`src/rtl/pip_pkg.sv`:
```
// Shared types and constants for the point-in-polygon test.
`timescale 1ns / 1ps
`default_nettype none

package pip_pkg;

  localparam int COORD_W     = 16;
  localparam int TOL_W       = 8;
  localparam int QUEUE_DEPTH = 4;

  // Edge arithmetic widths: coordinate differences, their products, product difference.
  localparam int DIFF_W = COORD_W + 1;
  localparam int PROD_W = 2 * DIFF_W;
  localparam int CMP_W  = PROD_W + 1;

  typedef struct packed {
    logic signed [COORD_W-1:0] vertex_x;
    logic signed [COORD_W-1:0] vertex_y;
    logic signed [COORD_W-1:0] query_x;
    logic signed [COORD_W-1:0] query_y;
    logic                      last_vertex;
  } in_item_t;

  typedef struct packed {
    logic inside_res;
    logic status;
  } out_item_t;

  // One vertex as handed from the front to the edge-test pipeline.
  typedef struct packed {
    logic                      first;
    logic                      last;
    logic                      short_poly;
    logic                      outside;
    logic signed [COORD_W-1:0] cur_x;
    logic signed [COORD_W-1:0] cur_y;
    logic signed [COORD_W-1:0] prev_x;
    logic signed [COORD_W-1:0] prev_y;
    logic signed [COORD_W-1:0] first_x;
    logic signed [COORD_W-1:0] first_y;
    logic signed [COORD_W-1:0] px;
    logic signed [COORD_W-1:0] py;
  } job_t;

endpackage

`default_nettype wire

```
`src/rtl/pip_back.sv`:
```
// Back end: pipelined edge tests, crossing parity, on-edge flag and result register.
`timescale 1ns / 1ps
`default_nettype none

module pip_back (
  input  logic                      clk,
  input  logic                      rst,
  input  logic [pip_pkg::TOL_W-1:0] tol,
  input  logic                      job_valid,
  input  pip_pkg::job_t             job,
  output logic                      job_pop,
  output logic                      result_valid,
  input  logic                      result_stall,
  output pip_pkg::out_item_t        result
);

  localparam int CW = pip_pkg::COORD_W;
  localparam int DW = pip_pkg::DIFF_W;
  localparam int PW = pip_pkg::PROD_W;
  localparam int KW = pip_pkg::CMP_W;

  typedef struct packed {
    logic signed [DW-1:0] ma;
    logic signed [DW-1:0] d;
    logic signed [DW-1:0] mc;
    logic signed [DW-1:0] md;
    logic                 straddle;
    logic                 d_pos;
    logic                 near_hit;
  } edge_prep_t;

  typedef struct packed {
    logic signed [PW-1:0] p;
    logic signed [PW-1:0] q;
    logic                 straddle;
    logic                 d_pos;
    logic                 near_hit;
  } edge_prod_t;

  typedef struct packed {
    logic first;
    logic last;
    logic short_poly;
    logic outside;
  } ctrl_t;

  function automatic logic near_y(logic signed [CW-1:0] y, logic signed [CW-1:0] py,
                                  logic [pip_pkg::TOL_W-1:0] t);
    logic signed [DW-1:0] dy;
    logic [DW-1:0]        m;
    dy = DW'(y) - DW'(py);
    m  = dy[DW-1] ? DW'(-dy) : DW'(dy);
    return m <= DW'(t);
  endfunction

  function automatic edge_prep_t prep(logic signed [CW-1:0] xi, logic signed [CW-1:0] yi,
                                      logic signed [CW-1:0] xj, logic signed [CW-1:0] yj,
                                      logic signed [CW-1:0] px, logic signed [CW-1:0] py,
                                      logic en, logic [pip_pkg::TOL_W-1:0] t);
    edge_prep_t e;
    e.d        = DW'(yj) - DW'(yi);
    e.ma       = DW'(px) - DW'(xi);
    e.mc       = DW'(xj) - DW'(xi);
    e.md       = DW'(py) - DW'(yi);
    e.straddle = en && ((yi > py) != (yj > py));
    e.d_pos    = (yj > yi);
    e.near_hit = en && near_y(yi, py, t) && near_y(yj, py, t) && ((xi > px) != (xj > px));
    return e;
  endfunction

  // Sign of (px-xi)*d - (xj-xi)*(py-yi), read against the direction of the edge.
  function automatic logic crosses(edge_prod_t e);
    logic signed [KW-1:0] diff;
    logic                 lt, gt;
    diff = KW'(e.p) - KW'(e.q);
    lt   = diff[KW-1];
    gt   = !lt && (diff != '0);
    return e.straddle && (e.d_pos ? lt : gt);
  endfunction

  logic       adv;
  logic       s1_valid, s2_valid;
  ctrl_t      s1_ctrl, s2_ctrl;
  edge_prep_t s1_a, s1_b;
  edge_prod_t s2_a, s2_b;
  logic       parity, hit;
  logic       cross_a, cross_b, hit_a, hit_b, parity_next, hit_next;

  // Whole pipeline moves together; it only waits on a stalled result.
  assign adv     = !result_valid || !result_stall;
  assign job_pop = adv && job_valid;

  always_comb begin
    cross_a     = crosses(s2_a);
    cross_b     = crosses(s2_b);
    hit_a       = !cross_a && s2_a.near_hit;
    hit_b       = !cross_b && s2_b.near_hit;
    parity_next = (s2_ctrl.first ? 1'b0 : parity) ^ cross_a ^ cross_b;
    hit_next    = (s2_ctrl.first ? 1'b0 : hit) | hit_a | hit_b;
  end

  always_ff @(posedge clk) begin
    if (rst) begin
      s1_valid     <= 1'b0;
      s2_valid     <= 1'b0;
      result_valid <= 1'b0;
      parity       <= 1'b0;
      hit          <= 1'b0;
    end else if (adv) begin
      s1_valid     <= job_valid;
      s2_valid     <= s1_valid;
      result_valid <= s2_valid && s2_ctrl.last;
      if (s2_valid) begin
        parity <= parity_next;
        hit    <= hit_next;
      end
    end
  end

  always_ff @(posedge clk) begin
    if (adv) begin
      s1_ctrl.first      <= job.first;
      s1_ctrl.last       <= job.last;
      s1_ctrl.short_poly <= job.short_poly;
      s1_ctrl.outside    <= job.outside;
      // Edge from this vertex back to the previous one, then the closing edge.
      s1_a <= prep(job.cur_x, job.cur_y, job.prev_x, job.prev_y, job.px, job.py,
                   !job.first, tol);
      s1_b <= prep(job.first_x, job.first_y, job.cur_x, job.cur_y, job.px, job.py,
                   job.last, tol);

      s2_ctrl       <= s1_ctrl;
      s2_a.p        <= s1_a.ma * s1_a.d;
      s2_a.q        <= s1_a.mc * s1_a.md;
      s2_a.straddle <= s1_a.straddle;
      s2_a.d_pos    <= s1_a.d_pos;
      s2_a.near_hit <= s1_a.near_hit;
      s2_b.p        <= s1_b.ma * s1_b.d;
      s2_b.q        <= s1_b.mc * s1_b.md;
      s2_b.straddle <= s1_b.straddle;
      s2_b.d_pos    <= s1_b.d_pos;
      s2_b.near_hit <= s1_b.near_hit;

      result.status     <= s2_ctrl.short_poly;
      result.inside_res <= !s2_ctrl.short_poly && !s2_ctrl.outside &&
                           (hit_next || parity_next);
    end
  end

endmodule

`default_nettype wire

```
`config.mk`:
```
export PLATFORM = sky130hd
export DESIGN_NAME = pip_back
export DESIGN_NICKNAME = d
export VERILOG_FILES = /design/src/rtl/pip_pkg.sv /design/src/rtl/pip_back.sv
export SDC_FILE = /design/constraint.sdc
export NUM_CORES = 2
export LEC_CHECK = 0
export ABC_AREA = 1
export BUFFER_PORTS_ARGS = -buffer_cell sky130_fd_sc_hd__buf_2
export CAP_MARGIN = 0
export CELL_PAD_IN_SITES_DETAIL_PLACEMENT = 0
export CELL_PAD_IN_SITES_GLOBAL_PLACEMENT = 1
export CORE_ASPECT_RATIO = 0.75
export CORE_UTILIZATION = 35
export CTS_CLUSTER_DIAMETER = 50
export DETAILED_ROUTE_END_ITERATION = 6
export PLACE_DENSITY_LB_ADDON = 0.1
export SLEW_MARGIN = 20
export SYNTH_ARGS = -nofsm -noshare
export SYNTH_HDL_FRONTEND = slang
export SYNTH_SLANG_ARGS = --single-unit
```
`constraint.sdc`:
```
create_clock -name clk -period 13.5 [get_ports clk]
set_clock_uncertainty 0.1 [all_clocks]
set_input_delay 0.675 -clock clk [delete_from_list [all_inputs] [get_ports clk]]
set_output_delay 0.675 -clock clk [all_outputs]
set_load 0.01 [all_outputs]
```
Word level (Yosys, flattened, before mapping)
Index checks and enable logic that the tools add are counted.
{"block": "op_classes", "n_addsub": 16, "n_lt_le_gt_ge": 11, "n_bitwise": 4, "muxes": 7, "n_reduce_logical": 32, "n_eq_ne": 4, "mul": 4}
{"op": "16-bit by 16-bit subtractor with 17-bit output", "n": 11}
{"op": "17-bit by 17-bit multiplier with 34-bit output", "n": 4}
{"op": "16-bit > comparator", "n": 8}
{"op": "35-bit nonzero test", "n": 2}
{"op": "34-bit by 34-bit subtractor with 35-bit output", "n": 2}
{"op": "17-bit by 8-bit <= comparator with 1-bit output", "n": 3}
{"op": "17-bit 2-to-1 mux", "n": 3}
{"op": "17-bit negator", "n": 3}
{"op": "1-bit logical AND", "n": 18}
{"op": "1-bit logical NOT", "n": 9}
{"op": "1-bit 2-to-1 mux", "n": 4}
{"op": "1-bit != test", "n": 4}
{"op": "1-bit logical OR", "n": 2}
{"op": "1-bit bitwise OR", "n": 2}
{"op": "2-bit AND reduction", "n": 1}
{"op": "1-bit bitwise XOR", "n": 2}
{"block": "word_totals", "regBits": 299, "out_inout_bits": 4}

Depth between registers and ports, before layout
{"block": "depth", "ltp_word": 11, "mapped_depth": 32, "ltp_nobuf": 32}

Worst setup path after synthesis
No wires, ideal clock.
{"block": "synth_timing", "path_kind": "input-to-reg", "start": "input port result_stall", "end": "register parity", "arrival_ns": 8.191, "cell_stages": 6, "setup_time_ns": 0.109, "n_path_buf": 0, "slack_ns": 5.100, "cell_sequence": "nand2_1 inv_1 nor2_1 nand3_1 nand2_1 inv_1"}
{"block": "synth_between", "elab_chain_cells": 3}
{"item": "start: declaration", "line_no": "pip_back.sv:13", "text": "input logic result_stall,"}
{"item": "1-bit logical NOT", "line_no": "pip_back.sv:90", "text": "assign adv = !result_valid || !result_stall;"}
{"item": "1-bit logical OR", "line_no": "pip_back.sv:90"}
{"item": "2-bit AND reduction (no line)"}
{"item": "end signal: assignment", "line_no": "pip_back.sv:114", "text": "parity <= parity_next;"}
{"item": "end: declaration", "line_no": "pip_back.sv:86", "text": "logic parity, hit;"}
Every way passes these cells.
A chain may end at the register's enable or synchronous reset.

Worst setup path after layout
{"block": "layout_timing", "start": "register s1_b[5] in the netlist's numbering", "end": "register s2_b[36] in the netlist's numbering (data pin)"}
{"block": "layout_between", "elab_chain_cells": 1}
{"item": "start: declaration", "line_no": "pip_back.sv:84", "text": "edge_prep_t s1_a, s1_b;"}
{"item": "start signal: assignment", "line_no": "pip_back.sv:129", "text": "s1_b <= prep(job.first_x, job.first_y, job.cur_x, job.cur_y, job.px, job.py,"}
{"item": "17-bit by 17-bit multiplier with 34-bit output", "line_no": "pip_back.sv:139", "text": "s2_b.q <= s1_b.mc * s1_b.md;"}
{"item": "end: declaration", "line_no": "pip_back.sv:85", "text": "edge_prod_t s2_a, s2_b;"}
Every way passes these cells.

==> impl_metrics.env <==
export IMPL_drc=0
export IMPL_crit_fanout=17
export IMPL_die_h_um=387
export IMPL_reg2reg_depth=19
export IMPL_clock_path_buffers=3
export IMPL_final_seq_area_mm2=0.00893
export IMPL_crit_cells=19
export IMPL_clockRootBuffer="clkbuf_16"
export IMPL_crit_path_cell_trace="nand2_1 -> inv_1 -> fa_1 -> fa_1 -> fa_1 -> fa_1 -> fa_1 -> inv_1 -> fa_1 -> inv_1 -> ha_1 -> nand2_1 -> nor2_1 -> nand2_1 -> nor4b_1 -> nand2_1 -> o211ai_1 -> a221oi_1 -> xor2_1"
export IMPL_r2r_start="s1_b[5]$_DFFE_PN_"
export IMPL_synthFlopType="edfxtp_1"
export IMPL_worstPathArrival_ns=7.46
export IMPL_finalNonFillerCells=11300
export IMPL_finalSetupViolCount=0
export IMPL_crit_path_start="s1_b[5]$_DFFE_PN_"
export IMPL_drt_total_wl_um=228000
export IMPL_num_vias=53200
export IMPL_antenna_found_initial=39
export IMPL_crit_end="s2_b[36]$_DFFE_PN_"
export IMPL_seq_area_frac_synth_pct=12.9
export IMPL_core_mm2=0.195
export IMPL_synth_edf_count=294
export IMPL_ys_ff_latch=299
export IMPL_syn_area_per_cell_um2=8.03
export IMPL_finalCriticalPeriod_ns=7.10
export IMPL_crit_family="adder cells"
export IMPL_syn_area_mm2=0.0692
export IMPL_cts_htree_levels=2
export IMPL_cts_buffers=53
export IMPL_worst_pin_slew_ns=1.13
export IMPL_grt_pass1_wl_um=352000
export IMPL_io_buffers=147
export IMPL_critPathSlowestCell="edfxtp_1"
export IMPL_cts_repair_resized=0
export IMPL_criticalPathCategory="flip-flop to flip-flop"
export IMPL_die_area_mm2=0.200
export IMPL_crit_top_cell="fa_1"
export IMPL_drt_iter0_markers=3396
export IMPL_clock_sinks=299
export IMPL_maxClockFrequency_ghz=0.141
export IMPL_post_cts_buffers=0
export IMPL_drive_above_1_share_pct=4.68
export IMPL_area_growth_pct=7.48
export IMPL_worstPathRequired_ns=13.86
export IMPL_yosys_top_cells_area="fa_1 (35%), inv_1 (13%), edfxtp_1 (13%)"
export IMPL_cpPeakStageDelay_ns=0.95
export IMPL_fillers=20400
export IMPL_tns_ns=0
export IMPL_hpwl_um=193000
export IMPL_grt_util_all_layers_pct=23.4
export IMPL_finalCritPeriodShare_pct=52.6
export IMPL_status="finished, final reports clean"
export IMPL_grt_max_degree=134
export IMPL_slew_headroom_pct=23.9
export IMPL_drtPass1Iterations=5
export IMPL_netlist_instances=8624
export IMPL_maxCapViolations=0
export IMPL_hold_path_class="input pin to flip-flop"
export IMPL_clk_insertion_delay_late_ns=0.67
export IMPL_slew_violations=0
export IMPL_yosysTopAreaCell="fa_1"
export IMPL_initial_core_util_pct=35.4
export IMPL_hold_viol_final=0
export IMPL_syn_nets=10600
export IMPL_cp_start_kind="flip-flop"
export IMPL_fin_nets=10600
export IMPL_ant_nets=0
export IMPL_vias_per_cell=4.72
export IMPL_row_count=140
export IMPL_rr_endpoint="s2_b[36]$_DFFE_PN_"
export IMPL_clk_pin_slew_ns=0.05
export IMPL_grt_pass1_vias=55500
export IMPL_reg2reg_slack_ns=6.40
export IMPL_multi_input_area_mm2=0.0502
export IMPL_critPathCaptureType="flip-flop"
export IMPL_synth_top_area_share_pct=34.6
export IMPL_cts_tree="done"
export IMPL_wl_per_cell_um=20.2
export IMPL_cp_num_buf_inv=3
export IMPL_rsz0062_at_grt="false"
export IMPL_ys_warn_count=0
export IMPL_hold_buffers=0
export IMPL_async_flop_share_pct=0
export IMPL_dp_cells=11200
export IMPL_overflow=0
export IMPL_die_w_um=516
export IMPL_yosysUniqueCellTypes=70
export IMPL_top_level_ports=148
export IMPL_gp_congestion=0.894
==> synthesized netlist by cell type, drive strengths merged (3+ instances only) <==
library cell	count
a211oi	13
a21boi	14
a21o	23
a21oi	374
a221oi	6
a31oi	14
and2	5
buf	18
clkbuf	271
dfxtp	5
edfxtp	294
fa	1197
ha	632
inv	2390
nand2	2014
nand3	185
nand3b	17
nand4	45
nor2	398
nor3	42
nor4	8
o2111ai	3
o211ai	14
o21a	17
o21ai	196
o21bai	38
o221a	3
o221ai	3
o311ai	4
o31ai	6
or2	23
xnor2	107
xor2	229
==> area by class of cell <==
class / count / area share (%)
antenna: 12 / 0.0404
clock buffer: 58 / 1.85
multi-input combinational: 5645 / 67.5
timing repair buffer: 197 / 1.56
sequential: 299 / 12.0
inverter: 2391 / 12.1
clock inverter: 42 / 0.619
tap: 2627 / 4.42
==> how the worst min path moves through the flow <==
stage / startpoint / slack, ns / depth (start not counted) / endpoint
global placement: s1_ctrl[0]$_DFFE_PN_ / 0.30 / 0 / s2_ctrl[0]$_DFFE_PN_
floorplan: s1_a[0]$_DFFE_PN_ / 0.30 / 0 / s2_a[0]$_DFFE_PN_
global route: job[129] / 0.05 / 1 / s1_ctrl[1]$_DFFE_PN_
detailed placement: s1_ctrl[0]$_DFFE_PN_ / 0.31 / 0 / s2_ctrl[0]$_DFFE_PN_
finish: job[129] / 0.08 / 1 / s1_ctrl[1]$_DFFE_PN_
CTS: job[128] / 0.03 / 1 / s1_ctrl[0]$_DFFE_PN_
==> cell families after synthesis <==
kind of cell               Yosys count  synth area share [%]
AOI/OAI and AO/OA                  737                  6.16
buffers and inverters             2680                  14.6
DFF                                299                  12.9
adders and majority gates         1829                  46.0
xor gates and xnor gates           336                  4.36
and+or+nand+nor                   2743                  15.9
==> metrics by stage <==
step / cell area [um2] / utilization [%] / hold slack (ns) / setup slack, ns
finish: 74400 / 38.1 / 0.0832 / 6.40
global route: 74400 / 38.1 / 0.0481 / 6.01
CTS: 74400 / 38.1 / 0.0272 / 6.42
detailed placement: 72500 / 37.1 / 0.306 / 6.46
global placement: 72500 / 37.1 / 0.302 / 6.35
floorplan: 69200 / - / 0.300 / 5.10
==> state kept, by name, indices dropped and copies added (netlist names) <==
| signal | flops |
|---|---|
| s1_a | 71 |
| s2_valid | 1 |
| result | 2 |
| s2_b | 71 |
| result_valid | 1 |
| hit | 1 |
| s1_valid | 1 |
| parity | 1 |
| s2_ctrl | 4 |
| s1_ctrl | 4 |
| s1_b | 71 |
| s2_a | 71 |
==> routing by layer <==
layer | wire length (um) | vias to the layer above | share of wire [%] | global-route usage, %
met5 | 0 | - | 0 | 0
met4 | 3920 | 0 | 1.7 | 4.24
met3 | 10700 | 192 | 4.7 | 2.36
met2 | 97400 | 1133 | 43 | 35.4
met1 | 116000 | 26500 | 51 | 36.1
li1 | - | 25400 | - | -
==> layout by cell type (no fill, tap or decap), drive strengths merged, types with 23 or more instances in the layout <==
cell / n
nor2: 398
a21o: 23
edfxtp: 294
clkbuf: 58
buf: 197
a21oi: 374
nand4: 45
or2: 23
inv: 2407
fa: 1197
nand3: 185
nor3: 42
nand2: 2014
xor2: 229
ha: 632
xnor2: 107
o21ai: 196
o21bai: 38
Power is left out: the tool's default activity adds up to more than one toggle a clock period on the data nets, which glitch-free logic cannot reach.
